`src/hdl/abkf_pkg.sv`:
```
`timescale 1ns / 1ps
// ----------------------------------------------------------------------------
// abkf_pkg
// Types and constants for the angle/bias Kalman filter.
// ----------------------------------------------------------------------------
package abkf_pkg;

    localparam int DEF_CHANNELS = 2;
    localparam int QW = 32;
    localparam int CW = 31;

    localparam logic [CW-1:0] RST_TIME_STEP     = 31'd1677722;
    localparam logic [CW-1:0] RST_ANGLE_NOISE   = 31'd16777;
    localparam logic [CW-1:0] RST_BIAS_NOISE    = 31'd50332;
    localparam logic [CW-1:0] RST_MEASURE_NOISE = 31'd503316;

    localparam logic [1:0] REG_TIME_STEP     = 2'd0;
    localparam logic [1:0] REG_ANGLE_NOISE   = 2'd1;
    localparam logic [1:0] REG_BIAS_NOISE    = 2'd2;
    localparam logic [1:0] REG_MEASURE_NOISE = 2'd3;

    localparam logic signed [QW-1:0] Q_MAX = 32'sh7FFF_FFFF;
    localparam logic signed [QW-1:0] Q_MIN = 32'sh8000_0000;

    // saturate a 34-bit signed value to Q8.24
    function automatic logic signed [QW-1:0] sat34(input logic signed [33:0] v);
        if (v > 34'sh0_7FFF_FFFF) begin
            return Q_MAX;
        end else if (v < -34'sh0_8000_0000) begin
            return Q_MIN;
        end
        return v[QW-1:0];
    endfunction

    function automatic logic signed [QW-1:0] qadd(input logic signed [QW-1:0] a,
                                                  input logic signed [QW-1:0] b);
        return sat34(34'(a) + 34'(b));
    endfunction

    function automatic logic signed [QW-1:0] qsub(input logic signed [QW-1:0] a,
                                                  input logic signed [QW-1:0] b);
        return sat34(34'(a) - 34'(b));
    endfunction

    // round-half-up scale of a 64-bit product back to Q8.24
    function automatic logic signed [QW-1:0] qscale(input logic signed [63:0] p);
        logic signed [64:0] s;
        logic signed [40:0] q;
        s = 65'(p) + 65'sd8388608;
        q = s[64:24];
        if (q > 41'sh0_7FFF_FFFF) begin
            return Q_MAX;
        end else if (q < -41'sh0_8000_0000) begin
            return Q_MIN;
        end
        return q[QW-1:0];
    endfunction

endpackage

```
`src/hdl/abkf_div.sv`:
```
`timescale 1ns / 1ps
// ----------------------------------------------------------------------------
// abkf_div
// Radix-2 restoring divider: saturate((a * 2^24) / b), truncated toward zero.
// ----------------------------------------------------------------------------
module abkf_div
    import abkf_pkg::*;
(
    input  logic                 i_clk,
    input  logic                 i_rst_n,
    input  logic                 i_start,
    input  logic signed [QW-1:0] i_num,
    input  logic signed [QW-1:0] i_den,
    output logic                 o_done,
    output logic signed [QW-1:0] o_quot
);
    localparam int NW = 56;

    logic [NW-1:0] r_rem, n_rem;
    logic [NW-1:0] r_quo, n_quo;
    logic [NW-1:0] r_num, n_num;
    logic [QW-1:0] r_den;
    logic          r_neg;
    logic          r_zero;
    logic [5:0]    r_cnt;
    logic          r_busy;
    logic          r_done;
    logic [NW:0]   w_trial;
    logic [NW-1:0] w_mag;

    always_comb begin
        n_rem   = {r_rem[NW-2:0], r_num[NW-1]};
        n_num   = {r_num[NW-2:0], 1'b0};
        w_trial = {1'b0, n_rem} - {{(NW-QW+1){1'b0}}, r_den};
        if (!w_trial[NW]) begin
            n_rem = w_trial[NW-1:0];
            n_quo = {r_quo[NW-2:0], 1'b1};
        end else begin
            n_quo = {r_quo[NW-2:0], 1'b0};
        end
    end

    always_ff @(posedge i_clk) begin
        if (!i_rst_n) begin
            r_busy <= 1'b0;
            r_done <= 1'b0;
            r_cnt  <= '0;
        end else begin
            r_done <= 1'b0;
            if (i_start) begin
                r_busy <= 1'b1;
                r_cnt  <= 6'(NW);
            end else if (r_busy) begin
                r_cnt <= r_cnt - 6'd1;
                if (r_cnt == 6'd1) begin
                    r_busy <= 1'b0;
                    r_done <= 1'b1;
                end
            end
        end
    end

    always_ff @(posedge i_clk) begin
        if (i_start) begin
            r_num  <= {(i_num[QW-1] ? 32'(-i_num) : 32'(i_num)), 24'd0};
            r_den  <= i_den[QW-1] ? 32'(-i_den) : 32'(i_den);
            r_neg  <= i_num[QW-1] ^ i_den[QW-1];
            r_zero <= (i_den == '0);
            r_rem  <= '0;
            r_quo  <= '0;
        end else if (r_busy) begin
            r_num <= n_num;
            r_rem <= n_rem;
            r_quo <= n_quo;
        end
    end

    assign w_mag = r_quo;
    always_comb begin
        if (r_zero) begin
            o_quot = '0;
        end else if (!r_neg) begin
            o_quot = (|w_mag[NW-1:31]) ? Q_MAX : 32'(w_mag[30:0]);
        end else begin
            o_quot = (w_mag > 56'h8000_0000) ? Q_MIN : 32'(-w_mag[31:0]);
        end
    end
    assign o_done = r_done;
endmodule

```
`config.mk`:
```
export PLATFORM = sky130hd
export DESIGN_NAME = abkf_div
export DESIGN_NICKNAME = d
export VERILOG_FILES = /design/src/hdl/abkf_pkg.sv /design/src/hdl/abkf_div.sv
export SDC_FILE = /design/constraint.sdc
export NUM_CORES = 1
export LEC_CHECK = 0
export BUFFER_PORTS_ARGS = -buffer_cell sky130_fd_sc_hd__buf_2
export CORE_MARGIN = 4
export CORE_UTILIZATION = 48
export DETAILED_ROUTE_END_ITERATION = 8
export GPL_TIMING_DRIVEN = 0
export PLACE_DENSITY = 0.73
export REMOVE_ABC_BUFFERS = 1
export SLEW_MARGIN = 30
export SYNTH_ARGS = -nofsm -noshare
export SYNTH_HDL_FRONTEND = slang
export SYNTH_SLANG_ARGS = --single-unit
```
`constraint.sdc`:
```
create_clock -name i_clk -period 5.7 [get_ports i_clk]
set_input_delay 0.855 -clock i_clk [delete_from_list [all_inputs] [get_ports i_clk]]
set_output_delay 0.855 -clock i_clk [all_outputs]
set_load 0.005 [all_outputs]
```
==> Yosys cells after proc, flatten, opt, wreduce, memory -nomap -nowiden <==
Index checks and enable logic that the tools add are counted.
{ "totals": {"register_bits": 185, "in_bits": 67, "output_inout_bits": 33, "elab_cells": 42} }
{ "op_classes": {"addsub": 5, "magnitude_cmp": 1, "eq_ne": 1, "n_mux": 16, "bitwise": 3, "n_reduce_logical": 5} }
{ "ops": {"columns": ["op", "count"], "rows": [
  ["two-way mux 32 bit", 4],
  ["two-way mux 56 bit", 2],
  ["negator 32 bit", 3],
  ["two-way mux 31 bit", 2],
  ["subtractor 56 x 32 -> 57 bit", 1],
  ["greater-than comparator 56 x 32 -> 1 bit, second input constant", 1],
  ["two-way mux 55 bit", 1],
  ["zero test 32 bit", 1],
  ["OR reduction 25 bit", 1],
  ["two-way mux 6 bit", 2],
  ["== test 6 x 1 -> 1 bit, second input constant", 1],
  ["subtractor 6 x 1 -> 6 bit, second input constant", 1],
  ["two-way mux 1 bit", 5],
  ["OR reduction 3 bit", 1],
  ["inverter 1 bit", 2],
  ["nonzero test 2 bit", 1],
  ["OR reduction 2 bit", 1],
  ["XOR 1 bit", 1]
]} }

==> Logic depth before layout (Yosys ltp) <==
Gate-level depths: netlist (run 1).
{ "logic_depth": {"ltp_word": 4, "ltp_mapped": 14, "ltp_nobuf": 12} }

==> Worst setup path before layout (run 1) <==
Ideal clock, no wire load.
{ "synth_path": {"kind": "input-to-reg", "startpoint": "input port i_num[0]", "endpoint": "register r_num[52], data pin", "setup_ns": 0.270, "t_arrival_ns": 3.442, "required_time_ns": 5.430, "path_slack_ns": 1.988, "cell_stages": 10, "n_path_buf": 0, "path_cell_list": "inv_1 > ha_1 > nand2_1 > or3_4 > or4_4 > or4_1 > or4_1 > o31ai_1 > xor2_1 > a21oi_1"} }
{ "synth_between": {"elab_chain_len": 3} }
{ "synth_rtl": {"columns": ["element", "line_no", "source"], "rows": [
  ["start: declaration", "abkf_div.sv:12", "input logic signed [QW-1:0] i_num,"],
  ["negator 32 bit", "abkf_div.sv:65", "r_num <= {(i_num[QW-1] ? 32'(-i_num) : 32'(i_num)), 24'd0};"],
  ["two-way mux 32 bit", "abkf_div.sv:65", null],
  ["two-way mux 56 bit", "abkf_div.sv:64", "if (i_start) begin"],
  ["end signal: assignment", "abkf_div.sv:65", null],
  ["end signal: assignment", "abkf_div.sv:72", "r_num <= n_num;"],
  ["end: declaration", "abkf_div.sv:21", "logic [NW-1:0] r_num, n_num;"]
]} }
No other way between the ends.
A chain may end at the register's enable or synchronous reset.

==> Final worst setup path (run 1) <==
{ "layout_path": {"startpoint": "register r_quo[14]", "endpoint": "output port o_quot[28]"} }
{ "layout_between": {"elab_chain_len": 4, "word_cells_on_any_way": 5, "cone_classes": "add/sub: 1; order compare: 1; mux: 3"} }
{ "layout_rtl": {"columns": ["element", "line_no", "source"], "rows": [
  ["start: declaration", "abkf_div.sv:20", "logic [NW-1:0] r_quo, n_quo;"],
  ["start signal: assignment", "abkf_div.sv:74", "r_quo <= n_quo;"],
  ["greater-than comparator 56 x 32 -> 1 bit / negator 32 bit (equally long branches)", "abkf_div.sv:85", "o_quot = (w_mag > 56'h8000_0000) ? Q_MIN : 32'(-w_mag[31:0]);"],
  ["two-way mux 32 bit *", "abkf_div.sv:85", null],
  ["two-way mux 32 bit *", "abkf_div.sv:82", "end else if (!r_neg) begin"],
  ["two-way mux 32 bit *", "abkf_div.sv:80", "if (r_zero) begin"],
  ["end: declaration", "abkf_div.sv:15", "output logic signed [QW-1:0] o_quot"]
]} }
Mark *: on every way between the ends. The rest lies on a longest branch, timed or not.

==> PnR_summary.wiki, run 1 <==
{| class="wikitable"
! Metric !! Value
|-
| Outcome || complete, no violations
|-
| R2r setup slk || 1440 ps
|-
| Netlist area before placement || ~12000 um2
|-
| Drt initial violations || ~650
|-
| Vias in the first global route || approximately 9500
|-
| Worst Setup Path Type || flip-flop to output port
|-
| Total congestion overflow || 0
|-
| Slowest cell delay on critical path || about 650 ps
|-
| Static leakage || between 5 and 6 nW
|-
| Clock slew at the register clock pins of the worst setup and hold paths || 80 ps
|-
| Syn avg cell area || approximately 8.5 um2
|-
| Count of boundary I/O pins || 100
|-
| Critical register-to-register path startpoint || r_num[55]
|-
| IR drop worst, VDD || 0.000145 V
|-
| Total Routed Length || about 28000 um
|-
| Flip-flop cell with the highest count after synthesis || sky130_fd_sc_hd__dfxtp_1
|-
| Number of enable-type register cells in the synthesized netlist || between 60 and 70
|-
| Internal Power || around 2.5 mW
|-
| Root buffer selected by CTS || sky130_fd_sc_hd__clkbuf_16
|-
| Worst hold path type || flip-flop to flip-flop
|-
| TritonCTS Buffers || 17
|-
| Antenna violation net count after detailed routing || 0
|-
| Antenna fix cells || 0
|-
| Count of hold buffers inserted by post-cts repair || 0
|-
| Horizontal die dimension || around 160 um
|-
| Start point of the critical path || r_quo[14]
|-
| Count of standard-cell rows || 56
|-
| Share of total power in the clock network || 31.0%
|-
| Leading cell types in the layout, fill and taps excluded || sky130_fd_sc_hd__nor2_1, sky130_fd_sc_hd__dfxtp_1, sky130_fd_sc_hd__buf_2
|-
| Distinct cell type count after synthesis || 68
|-
| Unrepaired setup endpoints after global routing || no
|-
| Number of failing hold endpoints at the final stage || 0
|-
| Final hold slack || between 400 and 500 ps
|-
| First-pass detailed-route iteration total || 9
|-
| Crit path DAT || 3850 ps
|-
| Switching share of power || 33.5%
|-
| Fin crit period || approximately 4700 ps
|-
| Count of cells along the worst register-to-register path || 13
|-
| Avg Vias per Cell || 5.85
|-
| Worst path cell trace || or4_1 -> nor4_1 -> nand4_1 -> nor4_1 -> o21ai_0 -> a21o_2 -> a311oi_1 -> buf_2
|-
| Global-route usage over all layers || 20.8%
|-
| Initial cell density of the core || 49.2%
|-
| Pin count of the biggest net entering global routing || ~110
|-
| Worst setup skew after layout || 12.1 ps
|-
| Total net switching power || 1.27 mW
|-
| Endpoints failing setup || 0
|-
| Most common library cell in the layout ignoring fill and taps || sky130_fd_sc_hd__nor2_1
|-
| Destination of the worst register-to-register timing path || r_rem[41]
|-
| Area occupied by multi-input gates || 6820 um2
|-
| Part of the cycle the worst path needs || between 80 and 90%
|-
| Placement-stage worst setup slack || around 1300 ps
|-
| Proportion of synthesized chip area in sequential cells || between 30% and 40%
|-
| Maximum clock rate || ~210 MHz
|-
| Data required time at the worst endpoint || 4850 ps
|-
| Clock tree buffer depth || 2
|-
| Wire length per cell || 16.0 um
|-
| FF+latch area || approximately 4400 um2
|-
| Startpoint class of the critical path || flip-flop
|-
| Flops & latches, synth || 185
|-
| CP Buf/Inv Count || 1
|-
| Critical path capture point type || output port
|-
| Layout overhead on the synthesized area || 12.1%
|-
| Number of H-tree levels || 4
|-
| Fraction of power consumed by sequential logic || between 40% and 50%
|-
| Number of gates resized after cts || 0
|-
| Fraction of power consumed by combinational cells || 28.0%
|-
| Placeable core area || around 24000 um2
|-
| GPL Wtd Cong || approximately 0.94
|-
| # nets final || 1521
|-
| Total Die Area || between 20000 and 30000 um2
|-
| Max_cap viols || 0
|-
| Initial antenna violation count || 0
|-
| First-pass GRT wire length || between 40000 and 50000 um
|-
| Post-route DRC violation count || 0
|-
| CTS Sinks || between 150 and 200
|-
| Transition at the pin with the smallest max-transition slack || 905 ps
|-
| Util after Layout || between 50% and 60%
|-
| CP max stage cell || sky130_fd_sc_hd__nor4_1
|-
| Count of warnings emitted by yosys || 0
|-
| Number of fill cells in the layout || approximately 2200
|-
| Total power of the final layout || between 3 and 4 mW
|-
| Die boundary height || between 150 and 200 um
|-
| Share of synthesized flip-flops with an asynchronous set or reset || 0%
|-
| Detailed Place HPWL || 20200 um
|-
| Cell area power density || about 290 nW/um2
|-
| Worst skew pair latency || between 400 and 500 ps
|-
| Worst Setup EP || o_quot[28]
|-
| CTS tree || yes
|-
| Gate count of the mapped netlist || 1363
|-
| Final max-slew violation count || 0
|-
| Delay-heaviest family, CP || simple AND/OR/NAND/NOR gates
|-
| Total number of cells along the worst setup path || 8
|-
| Post-CTS Setup Bufs || 0
|-
| Maximum fanout along the worst path || 31
|-
| Total via count after detailed routing || 10200
|-
| Cell repeated most along the worst path || sky130_fd_sc_hd__nor4_1
|-
| Least setup slack across all paths after layout || 990 ps
|-
| Buffers on Ports || a little under 100
|-
| Relative slew slack || approximately two fifths
|-
| Ratio of cells with drive above 1 in the final layout || 12.1%
|}
[synthesized netlist by cell type, types with 4 or more instances]
cell                        instances  area [um2]
sky130_fd_sc_hd__buf_1              9        33.8
sky130_fd_sc_hd__and2_1             7        43.8
sky130_fd_sc_hd__o21a_1             7        52.6
sky130_fd_sc_hd__nand4_1           11        68.8
sky130_fd_sc_hd__ha_1              37         463
sky130_fd_sc_hd__nor4_1            27         169
sky130_fd_sc_hd__a31oi_1            4        25.0
sky130_fd_sc_hd__o21ai_0           63         315
sky130_fd_sc_hd__o31ai_1           22         165
sky130_fd_sc_hd__xnor2_1           56         490
sky130_fd_sc_hd__nor3_1            51         255
sky130_fd_sc_hd__nand2_1           96         360
sky130_fd_sc_hd__edfxtp_1          66        1980
sky130_fd_sc_hd__o41ai_1            8        70.1
sky130_fd_sc_hd__clkbuf_1          62         233
sky130_fd_sc_hd__a311oi_1          16         140
sky130_fd_sc_hd__nand3_1           21         105
sky130_fd_sc_hd__dfxtp_1          119        2380
sky130_fd_sc_hd__a2111oi_0          4        35.0
sky130_fd_sc_hd__or4_4              8        90.1
sky130_fd_sc_hd__o31a_1             8        70.1
sky130_fd_sc_hd__or4_1             18         135
sky130_fd_sc_hd__mux2i_1           66         661
sky130_fd_sc_hd__a22oi_1            4        30.0
sky130_fd_sc_hd__nand3b_1           6        45.0
sky130_fd_sc_hd__nand2b_1          14        87.6
sky130_fd_sc_hd__xor2_1            52         455
sky130_fd_sc_hd__nor2b_1            8        50.1
sky130_fd_sc_hd__or3_1             16         100
sky130_fd_sc_hd__a21oi_1           86         430
sky130_fd_sc_hd__o211ai_1           5        37.5
sky130_fd_sc_hd__a211oi_1          56         420
sky130_fd_sc_hd__nor2_1           195         732
sky130_fd_sc_hd__inv_1             55         206
sky130_fd_sc_hd__a21o_1            17         128
[how the worst min path moves through the flow]
stage	startpoint	end	slack, ps	cells after the start
floorplan	r_rem[2]	r_rem[2]	450	2
finish	r_rem[2]	r_rem[2]	500	2
detailed placement	r_rem[2]	r_rem[2]	480	2
global placement	r_rem[54]	r_rem[54]	470	2
global route	r_rem[2]	r_rem[2]	510	2
CTS	r_rem[2]	r_rem[2]	490	2
[worst min-delay path: stages (launching register included)]
cell and delay [ps]:
sky130_fd_sc_hd__dfxtp_1 330, sky130_fd_sc_hd__nand2_1 60, sky130_fd_sc_hd__o21ai_0 60
[cell families (layout without fill, tap and decap cells)]
| kind of cell | count (synthesis) | after routing | synth area share, % |
|---|---|---|---|
| buffers and inverters | 130 | 196 | 4.22 |
| multiplexers | 69 | 69 | 5.96 |
| AND/OR/NAND/NOR | 500 | 500 | 20.8 |
| XOR/XNOR | 108 | 108 | 8.12 |
| flip-flops | 185 | 185 | 37.5 |
| adder cells (fa/ha/maj) | 38 | 38 | 4.15 |
| AO/OA/AOI/OAI | 333 | 333 | 19.2 |
[area by class of cell]
type	count	share of cell area (%)
Clock buffer	19	3.56
Clock inverter	13	0.968
Inverter	56	1.61
Multi-Input combinational cell	1048	52.2
Sequential cell	185	33.5
Tap cell	319	3.06
Timing Repair Buffer	108	5.10
[state kept, by name, indices dropped and copies added (netlist names)]
name and cells:
o_done 1, r_busy 1, r_cnt 6, r_den 32, r_neg 1, r_num 32, r_quo 56, r_rem 55
r_zero 1
[per-stage QoR]
stage	TNS, ps	cell area (um2)	cells
after floorplan	-132	11400	1289
after detailed placement	0	12500	1716
final	0	13100	1748
after CTS	0	13100	1748
after global routing	0	13100	1748
after global placement	-150740	12300	1707
[power groups by stage]
stage                     combinational (mW)  clock [mW]  sequential, mW
after floorplan                        0.754           0            1.58
after CTS                               1.06        1.20            1.56
after global placement                  1.00           0            1.61
after detailed placement                1.05           0            1.58
final                                   1.06        1.18            1.56
after global routing                    1.19        1.26            1.57
[layer usage]
metal	part of all wire, %	GRT usage (%)
met5	0	0
met4	2.3	6.25
met3	4.5	3.94
met2	48	34.8
met1	45	27.6
No activity file was read; power rests on OpenSTA's default activity.
==> run 2: changes to the inputs <==
- PLACE_DENSITY: 0.73 -> 0.76
- clock period: 5.7 -> 4.1 ns (I/O delays scaled with it)
==> run 2 against run 1 <==
Worst hold slack got worse by 97 ps. First-iteration DRC count rose by 13%. Sequential share of layout area decreased by 0.14 points. Clock power rose by 37%. Setup slack got worse by 890 ps. Critical path type unchanged.
==> PnR_summary.wiki, run 2 (synthesis results as in run 1) <==
{| class="wikitable"
! Metric !! Value
|-
| Placement-stage worst setup slack || -13.0 ps (-1360 ps)
|-
| # nets final || 1522 (+0.066%)
|-
| Clock tree buffer depth || 2 (unchanged)
|-
| Drt initial violations || 741 (+13%)
|-
| Total via count after detailed routing || 10200 (-0.078%)
|-
| Wire length per cell || 16.0 um (about the same)
|-
| Crit path DAT || 3390 ps (-460 ps)
|-
| Total power of the final layout || 5.28 mW (+39%)
|-
| CTS tree || yes
|-
| Initial antenna violation count || 4 (+4)
|-
| Area occupied by multi-input gates || 6900 um2 (+1.1%)
|-
| First-pass detailed-route iteration total || 5 (-4)
|-
| Horizontal die dimension || 164 um (unchanged)
|-
| R2r setup slk || 220 ps (-1220 ps)
|-
| Design Area, Final || 13100 um2 (+0.41%)
|-
| Internal Power || 3.51 mW (+39%)
|-
| Number of H-tree levels || 4 (unchanged)
|-
| Avg Vias per Cell || 5.83 (-0.25%)
|-
| Least setup slack across all paths after layout || 97.1 ps (-893 ps)
|-
| Detailed Place HPWL || 19800 um (-2.2%)
|-
| Root buffer selected by CTS || sky130_fd_sc_hd__clkbuf_16
|-
| CTS Sinks || 185 (unchanged)
|-
| Placeable core area || 23700 um2 (unchanged)
|-
| Part of the cycle the worst path needs || approximately 98%
|-
| Fin crit period || around 4000 ps
|-
| Endpoints failing setup || 0 (unchanged)
|-
| Relative slew slack || 40.8% (+2.0 points)
|-
| Ratio of cells with drive above 1 in the final layout || 12.5% (+0.41 points)
|-
| Worst Setup EP || o_quot[28]
|-
| Maximum fanout along the worst path || 16 (-48%)
|-
| Worst Setup Path Type || flip-flop to output port
|-
| Largest register FFs || 56 (unchanged)
|-
| Biggest register || r_quo
|-
| Share of total power in the clock network || 30.6% (-0.4 points)
|-
| Start point of the critical path || r_quo[14]
|-
| Vias in the first global route || 9585 (+0.38%)
|-
| Static leakage || 5.24 nW (+0.11%)
|-
| Count of boundary I/O pins || 100 (unchanged)
|-
| Total Routed Length || 28000 um (about the same)
|-
| Data required time at the worst endpoint || 3480 ps (-1370 ps)
|-
| First-pass GRT wire length || 46000 um (-0.51%)
|-
| Switching share of power || 33.4% (-0.10 points)
|-
| Worst hold path type || input port to flip-flop
|-
| Transition at the pin with the smallest max-transition slack || 882 ps (-22.7 ps)
|-
| Antenna violation net count after detailed routing || 0 (unchanged)
|-
| Clock slew at the register clock pins of the worst setup and hold paths || 70 ps (about the same)
|-
| Most common library cell in the layout ignoring fill and taps || sky130_fd_sc_hd__nor2_1
|-
| Count of standard-cell rows || 56 (unchanged)
|-
| TritonCTS Buffers || 17 (unchanged)
|-
| Global-route usage over all layers || 20.8% (-0.084 points)
|-
| Final hold slack || 399 ps (-97.0 ps)
|-
| Initial cell density of the core || 49.2% (unchanged)
|-
| Worst setup skew after layout || 17.0 ps (+4.92 ps)
|-
| Number of fill cells in the layout || 2187 (-1.4%)
|-
| Buffers on Ports || 99 (unchanged)
|-
| Post-route DRC violation count || 0 (unchanged)
|-
| Cell area power density || 402 nW/um2 (+38%)
|-
| Die boundary height || 164 um (unchanged)
|-
| Largest registers ranked by flip-flop count || r_quo x56, r_rem x55
|-
| Final max-slew violation count || 0 (unchanged)
|-
| FF+latch area || 4370 um2 (unchanged)
|-
| Destination of the worst register-to-register timing path || r_rem[41]
|-
| Total congestion overflow || 0 (unchanged)
|-
| Worst skew pair latency || 440 ps (about the same)
|-
| Number of failing hold endpoints at the final stage || 0 (unchanged)
|-
| Fraction of power consumed by sequential logic || 41.2% (+0.2 points)
|-
| Max_cap viols || 0 (unchanged)
|-
| Leading cell types in the layout, fill and taps excluded || sky130_fd_sc_hd__nor2_1, sky130_fd_sc_hd__dfxtp_1, sky130_fd_sc_hd__buf_2
|-
| Count of cells along the worst register-to-register path || 11 (-2)
|-
| Critical register-to-register path startpoint || r_den[0]
|-
| Cell area after placement || 12500 um2 (about the same)
|-
| Maximum clock rate || approximately 250 MHz
|-
| Total net switching power || 1.76 mW (+39%)
|-
| GPL Wtd Cong || 0.914 (-2.4%)
|-
| Startpoint class of the critical path || flip-flop
|-
| Outcome || complete, no violations
|-
| Fraction of power consumed by combinational cells || 28.1% (about the same)
|-
| IR drop worst, VDD || 0.000284 V (+96%)
|-
| Layout overhead on the synthesized area || 12.5%
|-
| Critical path capture point type || output port
|-
| Pin count of the biggest net entering global routing || 107 (+0.94%)
|-
| Total Die Area || 26800 um2 (unchanged)
|}
[run 2: worst max-delay path, stage by stage, from the launching register on]
cell                       delay [ps]
sky130_fd_sc_hd__dfxtp_1          380
sky130_fd_sc_hd__or4_1            640
sky130_fd_sc_hd__nor4_4           380
sky130_fd_sc_hd__nand4_1          260
sky130_fd_sc_hd__nor4_2           260
sky130_fd_sc_hd__o21ai_1          190
sky130_fd_sc_hd__a21o_4           340
sky130_fd_sc_hd__a311oi_1         320
sky130_fd_sc_hd__buf_2            190
[run 2: how the worst min path moves through the flow]
stage,startpoint,depth (start not counted),slack [ps],endpoint
finish,i_den[0],1,400,r_den[0]
detailed placement,r_rem[19],2,480,r_rem[19]
global route,i_den[0],1,390,r_den[0]
CTS,i_den[0],1,390,r_den[0]
global placement,r_rem[19],2,470,r_rem[19]
floorplan,r_rem[2],2,450,r_rem[2]
[run 2: what timing repair did]
item                       4_1_cts  5_1_grt
hold endpoints to repair         0        0
setup buffers                    0        2
gates resized for setup          4        7
pin swaps                        0        2
cloned                           0        1
setup endpoints to repair       32       23
hold buffers                     0        0
[run 2: cell type report]
type                       count  area share [%]
clock inverter                14            1.04
tap                          319            3.05
antenna                        2          0.0382
clock buffer                  18            3.27
timing repair buffer         108            5.07
inverter                      56            1.60
sequential                   185            33.3
multi-input combinational   1049            52.6
[run 2: power by group through the flow]
| stage | logic [mW] | clock network [mW] | registers [mW] |
|---|---|---|---|
| 2_1_floorplan | 1.05 | 0 | 2.20 |
| 3_3_place_gp | 1.39 | 0 | 2.24 |
| 3_5_place_dp | 1.45 | 0 | 2.21 |
| 4_1_cts | 1.46 | 1.64 | 2.17 |
| 5_1_grt | 1.66 | 1.72 | 2.19 |
| 6_report | 1.48 | 1.62 | 2.18 |
[run 2: metrics by stage]
stage,TNS (ps),utilization [%],instances
floorplan,-86550,-,1289
global placement,-330830,51.8,1707
detailed placement,-13.0,52.6,1714
CTS,0,55.1,1746
global route,-0.491,55.3,1751
finish,0,55.3,1751
[run 2: per-layer routing]
layer | wire (um) | track usage, %
met5 | 22 | 0
met2 | 13200 | 34.5
met1 | 12800 | 26.8
met3 | 1310 | 4.42
met4 | 641 | 7.28
==> run 3: changes to the inputs <==
--- a/constraint.sdc
+++ b/constraint.sdc
@@ -3,2 +3,2 @@
 set_output_delay 0.615 -clock i_clk [all_outputs]
-set_load 0.005 [all_outputs]
+set_load 0.1 [all_outputs]
==> run 3 against run 2 <==
First-iteration DRC count rose by 11%. Register-to-register slack about the same. Critical endpoint is now o_quot[2]. Utilization is 0.36 points higher. Sequential share of layout area is 0.21 points lower. Final cell count is the same. Combinational power up 11%. Largest power group unchanged. Final area grew 0.65%. Wire length hardly changed. Setup slack better by 13 ps. Count of clock-buffer cells in the layout unchanged. Worst hold slack improved by 3.7 ps. Non-clock buffer count stayed put.
==> PnR_summary.wiki, run 3 (synthesis results as in run 1) <==
{| class="wikitable"
! Metric !! Value
|-
| Leading cell types in the layout, fill and taps excluded || sky130_fd_sc_hd__nor2_1, sky130_fd_sc_hd__dfxtp_1, sky130_fd_sc_hd__nand2_1
|-
| Final hold slack || 403 ps (+3.74 ps)
|-
| Total congestion overflow || 0 (unchanged)
|-
| IR drop worst, VDD || 0.000286 V (+0.74%)
|-
| TritonCTS Buffers || 17 (unchanged)
|-
| Total via count after detailed routing || 10200 (+0.25%)
|-
| Clock tree buffer depth || 2 (unchanged)
|-
| Largest registers ranked by flip-flop count || r_quo x56, r_rem x55
|-
| Placeable core area || 23700 um2 (unchanged)
|-
| Global-route usage over all layers || 20.8% (+0.085 points)
|-
| Buffers on Ports || 99 (unchanged)
|-
| Setup TNS after final layout || 0 ps (unchanged)
|-
| Most common library cell in the layout ignoring fill and taps || sky130_fd_sc_hd__nor2_1
|-
| GPL Wtd Cong || 0.914 (unchanged)
|-
| Static leakage || 5.24 nW (about the same)
|-
| Horizontal die dimension || 164 um (unchanged)
|-
| CTS tree || yes
|-
| Data required time at the worst endpoint || 3480 ps (about the same)
|-
| Startpoint class of the critical path || flip-flop
|-
| Count of standard-cell rows || 56 (unchanged)
|-
| Clock slew at the register clock pins of the worst setup and hold paths || 70 ps (about the same)
|-
| Least setup slack across all paths after layout || 110 ps (+12.9 ps)
|-
| Avg Vias per Cell || 5.85 (+0.25%)
|-
| Switching share of power || 35.2% (+1.8 points)
|-
| Maximum clock rate || 251 MHz (+0.32%)
|-
| CP Buf/Inv Count || 1 (unchanged)
|-
| Number of failing hold endpoints at the final stage || 0 (unchanged)
|-
| Placement-stage worst setup slack || -329 ps (-316 ps)
|-
| Worst setup skew after layout || 16.8 ps (-0.201 ps)
|-
| Relative slew slack || 40.9% (+0.10 points)
|-
| Internal Power || 3.52 mW (+0.27%)
|-
| Critical path capture point type || output port
|-
| Delay-heaviest family, CP || simple AND/OR/NAND/NOR gates
|-
| Vias in the first global route || 9614 (+0.30%)
|-
| Wire length per cell || 16.0 um (about the same)
|-
| Detailed Place HPWL || 19800 um (unchanged)
|-
| Cell area power density || 412 nW/um2 (+2.3%)
|-
| Ratio of cells with drive above 1 in the final layout || 12.8% (+0.28 points)
|-
| Max_cap viols || 0 (unchanged)
|-
| Cell area after placement || 12500 um2 (unchanged)
|-
| Total power of the final layout || 5.43 mW (+3.0%)
|-
| Worst hold path type || input port to flip-flop
|-
| Drt initial violations || 822 (+11%)
|-
| Fraction of power consumed by combinational cells || 30.2% (+2.1 points)
|-
| Worst Setup Path Type || flip-flop to output port
|-
| First-pass GRT wire length || 46200 um (+0.41%)
|-
| Crit path DAT || 3380 ps (about the same)
|-
| Total Routed Length || 28000 um (about the same)
|-
| Util after Layout || 55.7% (+0.36 points)
|-
| Post-route DRC violation count || 0 (unchanged)
|-
| Number of H-tree levels || 4 (unchanged)
|-
| Layout overhead on the synthesized area || 13.3%
|-
| DP Cell Count || 1714 (unchanged)
|-
| Fin crit period || 3990 ps (-12.9 ps)
|-
| Transition at the pin with the smallest max-transition slack || 881 ps (-1.54 ps)
|-
| Number of fill cells in the layout || 2170 (-0.78%)
|-
| Initial cell density of the core || 49.2% (unchanged)
|-
| Share of total power in the clock network || 29.8% (-0.8 points)
|-
| Total Die Area || 26800 um2 (unchanged)
|-
| Die boundary height || 164 um (unchanged)
|-
| Part of the cycle the worst path needs || 97.3% (-0.31 points)
|-
| Initial antenna violation count || 4 (unchanged)
|-
| Largest register FFs || 56 (unchanged)
|-
| Total net switching power || 1.91 mW (+8.4%)
|-
| Slowest cell delay on critical path || 600 ps (-40 ps)
|-
| CTS Sinks || 185 (unchanged)
|-
| Final max-slew violation count || 0 (unchanged)
|-
| # nets final || 1522 (unchanged)
|-
| Biggest register || r_quo
|-
| Count of placed standard cells in the final layout, fillers left out || 1751 (unchanged)
|-
| Count of hold buffers inserted by post-cts repair || 0 (unchanged)
|-
| First-pass detailed-route iteration total || 5 (unchanged)
|-
| CP max stage cell || sky130_fd_sc_hd__or4_4
|-
| Area occupied by multi-input gates || 6920 um2 (+0.38%)
|-
| Pin count of the biggest net entering global routing || 107 (unchanged)
|-
| Fraction of power consumed by sequential logic || 40.0% (-1.2 points)
|-
| Worst path cell trace || or4_4 -> nor4_4 -> nand4_1 -> nor4_2 -> o21ai_1 -> a21o_2 -> a21oi_1 -> buf_2
|-
| Outcome || complete, no violations
|-
| Worst skew pair latency || 440 ps (about the same)
|-
| Maximum fanout along the worst path || 15 (-1)
|-
| FF+latch area || 4370 um2 (unchanged)
|-
| Root buffer selected by CTS || sky130_fd_sc_hd__clkbuf_16
|-
| Design Area, Final || 13200 um2 (+0.65%)
|-
| Count of boundary I/O pins || 100 (unchanged)
|-
| Antenna violation net count after detailed routing || 0 (unchanged)
|-
| Endpoints failing setup || 0 (unchanged)
|}
-- run 3: routing by layer --
layer	wire length [um]	track usage (%)	vias up
met5	22	0	-
met4	621	7.32	4
met3	1450	4.47	48
met2	13200	34.7	254
met1	12700	26.8	4828
li1	-	-	5103
-- run 3: path summary, 6_finish.rpt --
path	start	endpoint	slack (ps)	cells past startpoint
setup / recovery	r_quo[14]	o_quot[2]	110	8
hold / removal	i_den[0]	r_den[0]	400	1
setup reg to reg	r_den[0]	r_rem[41]	210	11
hold reg to reg	r_rem[19]	r_rem[19]	490	2
-- run 3: area by class of cell --
type,count,area share [%]
Sequential cell,185,33.1
Clock buffer,18,3.25
Tap cell,319,3.03
Antenna cell,2,0.0379
Timing Repair Buffer,108,5.48
Multi-Input combinational cell,1049,52.5
Inverter,56,1.59
Clock inverter,14,1.03
-- run 3: repair_timing --
item                       4_1_cts  5_1_grt
pin swaps                        1        1
gates resized for setup         23       15
cloned                           0        1
setup buffers                    1        1
setup endpoints to repair       32       34
-- run 3: power by group through the flow --
stage          combinational [mW]  clock [mW]  sequential [mW]
2_1_floorplan                1.19           0             2.20
3_3_place_gp                 1.53           0             2.24
3_5_place_dp                 1.59           0             2.21
4_1_cts                      1.62        1.64             2.17
5_1_grt                      1.82        1.72             2.19
6_report                     1.64        1.62             2.17
